$ cat config.mk
export PLATFORM = sky130hd
export DESIGN_NAME = spp_cordic
export DESIGN_NICKNAME = d
export VERILOG_FILES = /design/src/sv/spp_pkg.sv /design/src/sv/spp_cordic.sv
export SDC_FILE = /design/constraint.sdc
export NUM_CORES = 2
export LEC_CHECK = 0
export BUFFER_PORTS_ARGS = -buffer_cell sky130_fd_sc_hd__buf_2
export CELL_PAD_IN_SITES_DETAIL_PLACEMENT = 1
export CELL_PAD_IN_SITES_GLOBAL_PLACEMENT = 2
export CORE_UTILIZATION = 41
export CTS_BUF_LIST = sky130_fd_sc_hd__clkbuf_16
export DETAILED_ROUTE_END_ITERATION = 7
export PLACE_DENSITY = 0.84
export SYNTH_ARGS = -nofsm -noshare
export SYNTH_HDL_FRONTEND = slang
export SYNTH_SLANG_ARGS = --single-unit
$ cat constraint.sdc
create_clock -name i_clk -period 5.4 [get_ports i_clk]
set_clock_uncertainty 0.1 [all_clocks]
set_input_delay 0.81 -clock i_clk [delete_from_list [all_inputs] [get_ports i_clk]]
set_output_delay 0.81 -clock i_clk [all_outputs]
set_load 0.01 [all_outputs]
$ cat src/sv/spp_pkg.sv
// Shared constants and types for the starfield point projector.
// Fixed-point constants, CORDIC arctangent table, command and register codes.
// No dependencies.
package spp_pkg;

    localparam int IDX_W   = 10;
    localparam int FD_W    = 24;
    localparam int RND_W   = 16;
    localparam int CFG_W   = 24;
    localparam int WIN_W   = 12;
    localparam int POS_W   = 25;
    localparam int EXT_W   = 17;
    localparam int HALF_BW = 9;
    localparam int Q_W     = 22;
    localparam int CS_W    = 20;
    localparam int ANG_W   = 20;

    localparam int DIV_LAT    = 27;
    localparam int CORDIC_LAT = 25;
    localparam int CORDIC_N   = 16;
    localparam int MOD_STEPS  = 6;

    localparam logic [15:0]        TAN35_Q16      = 16'd45889;
    localparam logic [HALF_BW-1:0] HALF_W         = 9'd400;
    localparam logic [HALF_BW-1:0] HALF_H         = 9'd300;
    localparam logic [18:0]        TWO_PI_Q16     = 19'd411775;
    localparam logic [18:0]        PI_Q16         = 19'd205887;
    localparam logic [18:0]        HALF_PI_Q16    = 19'd102944;
    localparam logic [16:0]        CORDIC_K_Q16   = 17'd39797;
    localparam logic [2:0]         DEPTH_MIN_FRAC = 3'd7;
    localparam logic [21:0]        OFS_LIMIT      = 22'd1048576;

    localparam logic [16:0] ATAN_Q16 [CORDIC_N] = '{
        17'd51472, 17'd30386, 17'd16055, 17'd8150, 17'd4091, 17'd2047, 17'd1024, 17'd512,
        17'd256,   17'd128,   17'd64,    17'd32,   17'd16,   17'd8,    17'd4,    17'd2
    };

    typedef enum logic {
        CMD_RESPAWN = 1'b0,
        CMD_UPDATE  = 1'b1
    } t_cmd;

    typedef enum logic [1:0] {
        CFG_SPREAD        = 2'd0,
        CFG_STAR_SPEED    = 2'd1,
        CFG_WINDOW_WIDTH  = 2'd2,
        CFG_WINDOW_HEIGHT = 2'd3
    } t_cfg_reg;

endpackage

$ cat src/sv/spp_cordic.sv
// Pipelined range-reduced CORDIC: cos and sin (Q16) of a positive Q16 angle.
// Modulo 2*pi by conditional subtracts, fold to +-pi/2, 16 rotation stages. Uses spp_pkg.
module spp_cordic (
    input  logic                                i_clk,
    input  logic        [spp_pkg::POS_W-1:0]    i_angle,
    output logic signed [spp_pkg::CS_W-1:0]     o_cos,
    output logic signed [spp_pkg::CS_W-1:0]     o_sin
);
    localparam int MS = spp_pkg::MOD_STEPS;
    localparam int N  = spp_pkg::CORDIC_N;
    localparam int AW = spp_pkg::ANG_W;
    localparam int CW = spp_pkg::CS_W;
    localparam int PW = spp_pkg::POS_W;

    logic [PW-1:0] r_m [MS+1];
    assign r_m[0] = i_angle;

    for (genvar j = 1; j <= MS; j++) begin : g_mod
        logic [PW-1:0] w_k;
        assign w_k = PW'(spp_pkg::TWO_PI_Q16) << (MS - j);
        always_ff @(posedge i_clk) begin
            r_m[j] <= (r_m[j-1] >= w_k) ? r_m[j-1] - w_k : r_m[j-1];
        end
    end

    logic signed [AW-1:0] r_w;
    logic signed [AW-1:0] r_ca [N+1];
    logic signed [CW-1:0] r_cx [N+1];
    logic signed [CW-1:0] r_cy [N+1];
    logic                 r_cn [N+1];

    always_ff @(posedge i_clk) begin
        r_w <= (r_m[MS] > PW'(spp_pkg::PI_Q16)) ?
               signed'(AW'(r_m[MS])) - signed'(AW'(spp_pkg::TWO_PI_Q16)) :
               signed'(AW'(r_m[MS]));
        priority if (r_w > signed'(AW'(spp_pkg::HALF_PI_Q16))) begin
            r_ca[0] <= r_w - signed'(AW'(spp_pkg::PI_Q16));
            r_cn[0] <= 1'b1;
        end else if (r_w < -signed'(AW'(spp_pkg::HALF_PI_Q16))) begin
            r_ca[0] <= r_w + signed'(AW'(spp_pkg::PI_Q16));
            r_cn[0] <= 1'b1;
        end else begin
            r_ca[0] <= r_w;
            r_cn[0] <= 1'b0;
        end
        r_cx[0] <= signed'(CW'(spp_pkg::CORDIC_K_Q16));
        r_cy[0] <= '0;
    end

    for (genvar i = 0; i < N; i++) begin : g_rot
        logic signed [CW-1:0] w_dx, w_dy;
        logic signed [AW-1:0] w_at;
        assign w_dx = r_cy[i] >>> i;
        assign w_dy = r_cx[i] >>> i;
        assign w_at = signed'(AW'(spp_pkg::ATAN_Q16[i]));
        always_ff @(posedge i_clk) begin
            if (r_ca[i] >= 0) begin
                r_cx[i+1] <= r_cx[i] - w_dx;
                r_cy[i+1] <= r_cy[i] + w_dy;
                r_ca[i+1] <= r_ca[i] - w_at;
            end else begin
                r_cx[i+1] <= r_cx[i] + w_dx;
                r_cy[i+1] <= r_cy[i] - w_dy;
                r_ca[i+1] <= r_ca[i] + w_at;
            end
            r_cn[i+1] <= r_cn[i];
        end
    end

    always_ff @(posedge i_clk) begin
        o_cos <= r_cn[N] ? -r_cx[N] : r_cx[N];
        o_sin <= r_cn[N] ? -r_cy[N] : r_cy[N];
    end

endmodule

[Yosys cells after proc, flatten, opt, wreduce, memory -nomap -nowiden]
Memories as Yosys holds them, arrays and structs flattened.
Cells that the tools add are included.
Storage, ports and cells
  bits in writable memories: 1037
  bits in registers: 210
  output and inout port bits: 40
  memories: 4
Cells by class
  add/sub/neg operators: 106
  multiplexer cells: 117
  magnitude comparators: 25
  bitwise logic cells: 52
Memories
  r_ca: depth 17, width 20, rd ports 16, clocked after memory_dff 0, wr ports 17, line spp_cordic.sv:27  | logic signed [AW-1:0] r_ca [N+1];
  r_cx: depth 17, width 20, rd ports 17, clocked after memory_dff 0, wr ports 17, line spp_cordic.sv:28  | logic signed [CW-1:0] r_cx [N+1];
  r_cy: depth 17, width 20, rd ports 17, clocked after memory_dff 0, wr ports 17, line spp_cordic.sv:29  | logic signed [CW-1:0] r_cy [N+1];
  r_cn: depth 17, width 1, rd ports 17, clocked after memory_dff 0, wr ports 17, line spp_cordic.sv:30  | logic r_cn [N+1];
Operators with widths (count)
  $mux W20: 53
  $ge A20 B1 Y1 const B: 16
  $mux W25: 6
  $mux W1: 58
  $or A1 B1 Y1: 52
  $add A20 B10 Y20: 2
  $add A20 B11 Y20: 2
  $add A20 B12 Y20: 2
  $add A20 B12 Y20 const B: 2
  $add A20 B13 Y20: 2
  $add A20 B14 Y20: 2
  $add A20 B15 Y20: 2
  $add A20 B16 Y20: 2
  $add A20 B17 Y20: 2
  $add A20 B18 Y20: 2
  $add A20 B19 Y20: 2
  $add A20 B5 Y20: 2
  $add A20 B6 Y20: 2
  $add A20 B7 Y20: 2
  $add A20 B8 Y20: 2
  $add A20 B9 Y20: 2
  $neg A20 Y20: 2
  $sub A20 B10 Y20: 2
  $sub A20 B11 Y20: 2
  other kinds (62): 77

[Depth between registers and ports, before layout]
  depth after elaboration: 6
  gate-level depth with buffers: 21
  depth with buffers taken out: 20

[Worst setup path after synthesis]
Ideal clock, no wire load.
  path type: register to register
  from: mem r_ca[2][19] (netlist name)
  to: mem r_cy[3][18] (netlist name)
  library setup time: 123 ps
  arrival time: 4243 ps
  cell stages (with the launch flop): 22
  period minus slack after synthesis: 4467 ps
  slack: 933 ps
  cells stage by stage: dfxtp_1 > inv_1 > ha_1 > nor4b_1 > nand4_1 > nor4_1 > nor2_1 > inv_1 > clkbuf_1 > clkbuf_1 > nor2_1 > xor2_1 > ha_1 > a21o_1 > a211oi_1 > o21ai_0 > and3_1 > o21a_1 > o21a_1 > a211oi_1 > a21oi_1 > xor2_1
RTL lines (line)
  start: declaration: spp_cordic.sv:27
  end: declaration: spp_cordic.sv:29

==> impl_metrics.tcl <==
set metrics [dict create \
    drive_above_1_share 0.0496 \
    arrival_ns 5.40 \
    hold_viol 0 \
    drt_pre_antenna_iters 5 \
    number_of_antenna_violations_at_the_first_check_in_global_routing 0 \
    clk_transition_reported_paths_ns 0.06 \
    cap_violations 0 \
    multiInputGateArea_um2 44600 \
    fin_worst_hold_slack_ns 0.0602 \
    yosysWarnings 0 \
    initial_utilization 0.413 \
    ios 66 \
    port_buffers 65 \
    netlist_instances 7777 \
    grt_max_degree 41 \
    synthesis.area_per_instance_um2 8.86 \
    clock-sinks 1124 \
    dp_hpwl_um 153000 \
    dr_drc_count 0 \
    timing.reg2reg.worst_path_depth 17 \
    numCtsBuffers 133 \
    core_area_um2 167000 \
    finish.net_count 8884 \
    synth_enable_flop_cells 21 \
    max_clock_freq_mhz 201 \
    first_global_vias 58151 \
    yosys_most_used_dff "sky130_fd_sc_hd__dfxtp_1" \
    hold_path.startpoint "i_angle[2]" \
    die_h_um 412 \
    regArea_um2 22700 \
    ys_types 85 \
    timing.critical_path.required_ns 5.83 \
    drt.antenna.violating_nets 0 \
    post_synth_main_area_contributors "sky130_fd_sc_hd__dfxtp_1, sky130_fd_sc_hd__ha_1, sky130_fd_sc_hd__xnor2_1" \
    worst_hold_path_type "primary input to flip-flop" \
    synth_area_um2 68900 \
    grt_setup_unrepaired "false" \
    drt-wirelength-per-cell_um 18.3 \
    timing.slew.headroom 0.285 \
    cts.repair_timing.setup_buffer_count 0 \
    core.rowCount 150 \
    worst_slew_pin_slew_ns 1.07 \
    launching_point_of_the_worst_reg2reg_path "r_w[5]" \
    gp_congestion 0.861 \
    worst_r2r_endpoint "r_ca[0][12]" \
    areaGrowthSynthToFinish_pct 11.2 \
    async_reset_ff_frac 0 \
    die_width_um 412 \
    reg2reg_slack_ns 0.43 \
    routed_wire_length_um 188000 \
    synth_top_area_cell "sky130_fd_sc_hd__dfxtp_1" \
    post-route-period-util 0.920 \
    synth_top_cell_area_share 0.320 \
    totalNegativeSetupSlack_ns 0 \
    antennaDiodeCount 0 \
    drt-initial-drc-count 2074 \
    n_fill_cell 19528 \
    cts_max_path_buffers 3 \
    cts-htree-levels 4 \
    drt-vias-per-instance 5.38 \
    gr-total-overflow 0 \
    grt_pass1_wl_um 304000 \
    cp-endpoint "r_ca[0][12]" \
    timing.final.setup_violations 0 \
    grtUsageTotal 0.219 \
    clock_tree.root_cell "sky130_fd_sc_hd__clkbuf_16" \
    postSynthRegisterBits 1124 \
    period_minus_slack_ns 4.97 \
    outcome "finished clean" \
    start_kind "flip-flop" \
    seq_area_frac_synth 0.329 \
    critPathKind "flip-flop to flip-flop" \
    design.die.area_um2 170000 \
    clkLatencyLatePin_ns 0.79 \
    tritoncts_clock_tree "yes" \
    critPathCaptureType "flip-flop" \
    final-max-slew-violation-count 0 \
    worstPathMaxFanout 11 \
    vias 55327 \
    worstSetupStartpoint "r_w[5]" \
]
[state kept, by name (all words and copies together), names as in the netlist]
register  cells
r_w          20
r_cx        296
r_cn         17
r_cy        300
r_m         150
r_ca        301
o_cos        20
o_sin        20
[worst min path at each step]
stage,depth (start not counted),to
3_3_place_gp,0,r_cn[3]
5_1_grt,1,r_m[127]
3_5_place_dp,0,r_cn[9]
4_1_cts,1,r_m[127]
6_report,1,r_m[127]
2_1_floorplan,0,r_cn[10]
[critical path, stage by stage, from the launching register on]
cell and delay, ns:
sky130_fd_sc_hd__dfxtp_1 0.34, sky130_fd_sc_hd__a41o_1 0.25, sky130_fd_sc_hd__a31oi_1 0.16, sky130_fd_sc_hd__nor2_1 0.06, sky130_fd_sc_hd__o311ai_0 0.60, sky130_fd_sc_hd__nand2_1 0.11, sky130_fd_sc_hd__buf_4 0.22, sky130_fd_sc_hd__inv_1 0.31
sky130_fd_sc_hd__ha_1 0.35, sky130_fd_sc_hd__nor2b_1 0.15, sky130_fd_sc_hd__o21a_1 0.19, sky130_fd_sc_hd__a311o_1 0.38, sky130_fd_sc_hd__o31a_1 0.30, sky130_fd_sc_hd__a41oi_1 0.50, sky130_fd_sc_hd__nand2b_1 0.11, sky130_fd_sc_hd__a21o_1 0.20
sky130_fd_sc_hd__xor2_1 0.13, sky130_fd_sc_hd__mux2_2 0.26
[synthesized netlist by cell type (12+ instances only)]
library cell / number
sky130_fd_sc_hd__a211oi_1: 47
sky130_fd_sc_hd__ha_1: 847
sky130_fd_sc_hd__inv_1: 392
sky130_fd_sc_hd__nand3_1: 115
sky130_fd_sc_hd__or4_1: 24
sky130_fd_sc_hd__nor2b_1: 117
sky130_fd_sc_hd__a21oi_1: 647
sky130_fd_sc_hd__o31a_1: 19
sky130_fd_sc_hd__a31o_2: 16
sky130_fd_sc_hd__o21bai_1: 88
sky130_fd_sc_hd__a21boi_0: 42
sky130_fd_sc_hd__o21a_1: 143
sky130_fd_sc_hd__mux2i_1: 30
sky130_fd_sc_hd__o31ai_1: 73
sky130_fd_sc_hd__or3_1: 65
sky130_fd_sc_hd__a31oi_1: 45
sky130_fd_sc_hd__clkbuf_1: 78
sky130_fd_sc_hd__nor2_1: 622
sky130_fd_sc_hd__edfxtp_1: 21
sky130_fd_sc_hd__nand2b_1: 100
sky130_fd_sc_hd__nor3_1: 184
sky130_fd_sc_hd__and3_1: 62
sky130_fd_sc_hd__dfxtp_1: 1103
sky130_fd_sc_hd__a41oi_1: 12
sky130_fd_sc_hd__o311ai_0: 13
sky130_fd_sc_hd__nor4_1: 104
sky130_fd_sc_hd__xor2_1: 384
sky130_fd_sc_hd__nor4b_1: 21
sky130_fd_sc_hd__nand3b_1: 16
sky130_fd_sc_hd__nand4_1: 54
sky130_fd_sc_hd__a41o_1: 13
sky130_fd_sc_hd__o41ai_1: 35
sky130_fd_sc_hd__o211ai_1: 12
sky130_fd_sc_hd__o21ai_0: 424
sky130_fd_sc_hd__xnor2_1: 701
sky130_fd_sc_hd__or2_2: 20
sky130_fd_sc_hd__fa_1: 46
sky130_fd_sc_hd__mux2_2: 26
sky130_fd_sc_hd__a211o_1: 17
sky130_fd_sc_hd__a21o_1: 242
sky130_fd_sc_hd__nand2_1: 581
sky130_fd_sc_hd__and2_1: 20
[metal layers]
| layer | share of wire | up-vias | track usage |
|---|---|---|---|
| met3 | 0.019 | 305 | 0.0237 |
| met1 | 0.44 | 26626 | 0.255 |
| met4 | 0.033 | 0 | 0.0773 |
| met2 | 0.51 | 496 | 0.409 |
| li1 | - | 27900 | - |
| met5 | 0 | - | 0 |
[layout by cell type (no fill, tap or decap), drive strengths merged, types with 35 or more instances in the layout]
cell type  netlist  final
clkbuf          78    134
nor2           623    623
nor4           105    105
dfxtp         1103   1103
and3            62     62
or3             66     66
clkinv           3     49
a21oi          648    648
nand2          581    581
o21bai          88     88
ha             847    847
a211oi          47     47
a21boi          43     43
o21a           143    143
nand3          115    115
a31oi           45     45
a21o           242    242
xnor2          701    701
buf             10    113
fa              46     46
inv            392    431
xor2           384    384
o21ai          425    425
nand4           54     54
nor3           184    184
o41ai           35     35
nand2b         100    100
o31ai           73     73
nor2b          117    117
[layout make-up]
class,count,share of cell area
flip-flops and latches,1124,0.296
well taps,2204,0.0360
multi-input cells,6195,0.581
clock buffers,134,0.0437
inverters,395,0.0193
clock inverters,107,0.0143
repair buffers,116,0.00933
[cell families after synthesis]
group	count (synthesis)	synth area share
and+or+nand+nor	2147	0.149
xor gates and xnor gates	1085	0.138
AOI/OAI and AO/OA	1987	0.182
DFF	1124	0.329
adders and majority gates	893	0.167
buffers and inverters	483	0.0264
muxes	56	0.00860
other	2	0.000109
[stage by stage]
step	std cells	instance area [um2]	worst slack (ns)	util
final	10275	76700	0.430	0.459
after global routing	10275	76700	0.00665	0.459
after CTS	10275	76700	0.205	0.459
after detailed placement	10031	72200	0.240	0.432
after global placement	10031	72200	0.472	0.432
after floorplan	7802	69000	0.933	-
[repair_timing]
| action | in CTS | in global routing |
|---|---|---|
| hold buffers | 3 | 0 |
| gates resized for setup | 0 | 4 |
| hold endpoints to repair | 3 | 0 |
| endpoints found under the setup margin | 0 | 3 |
Power is left out: the tool's default activity adds up to more than one toggle a clock period on the data nets, which glitch-free logic cannot reach.
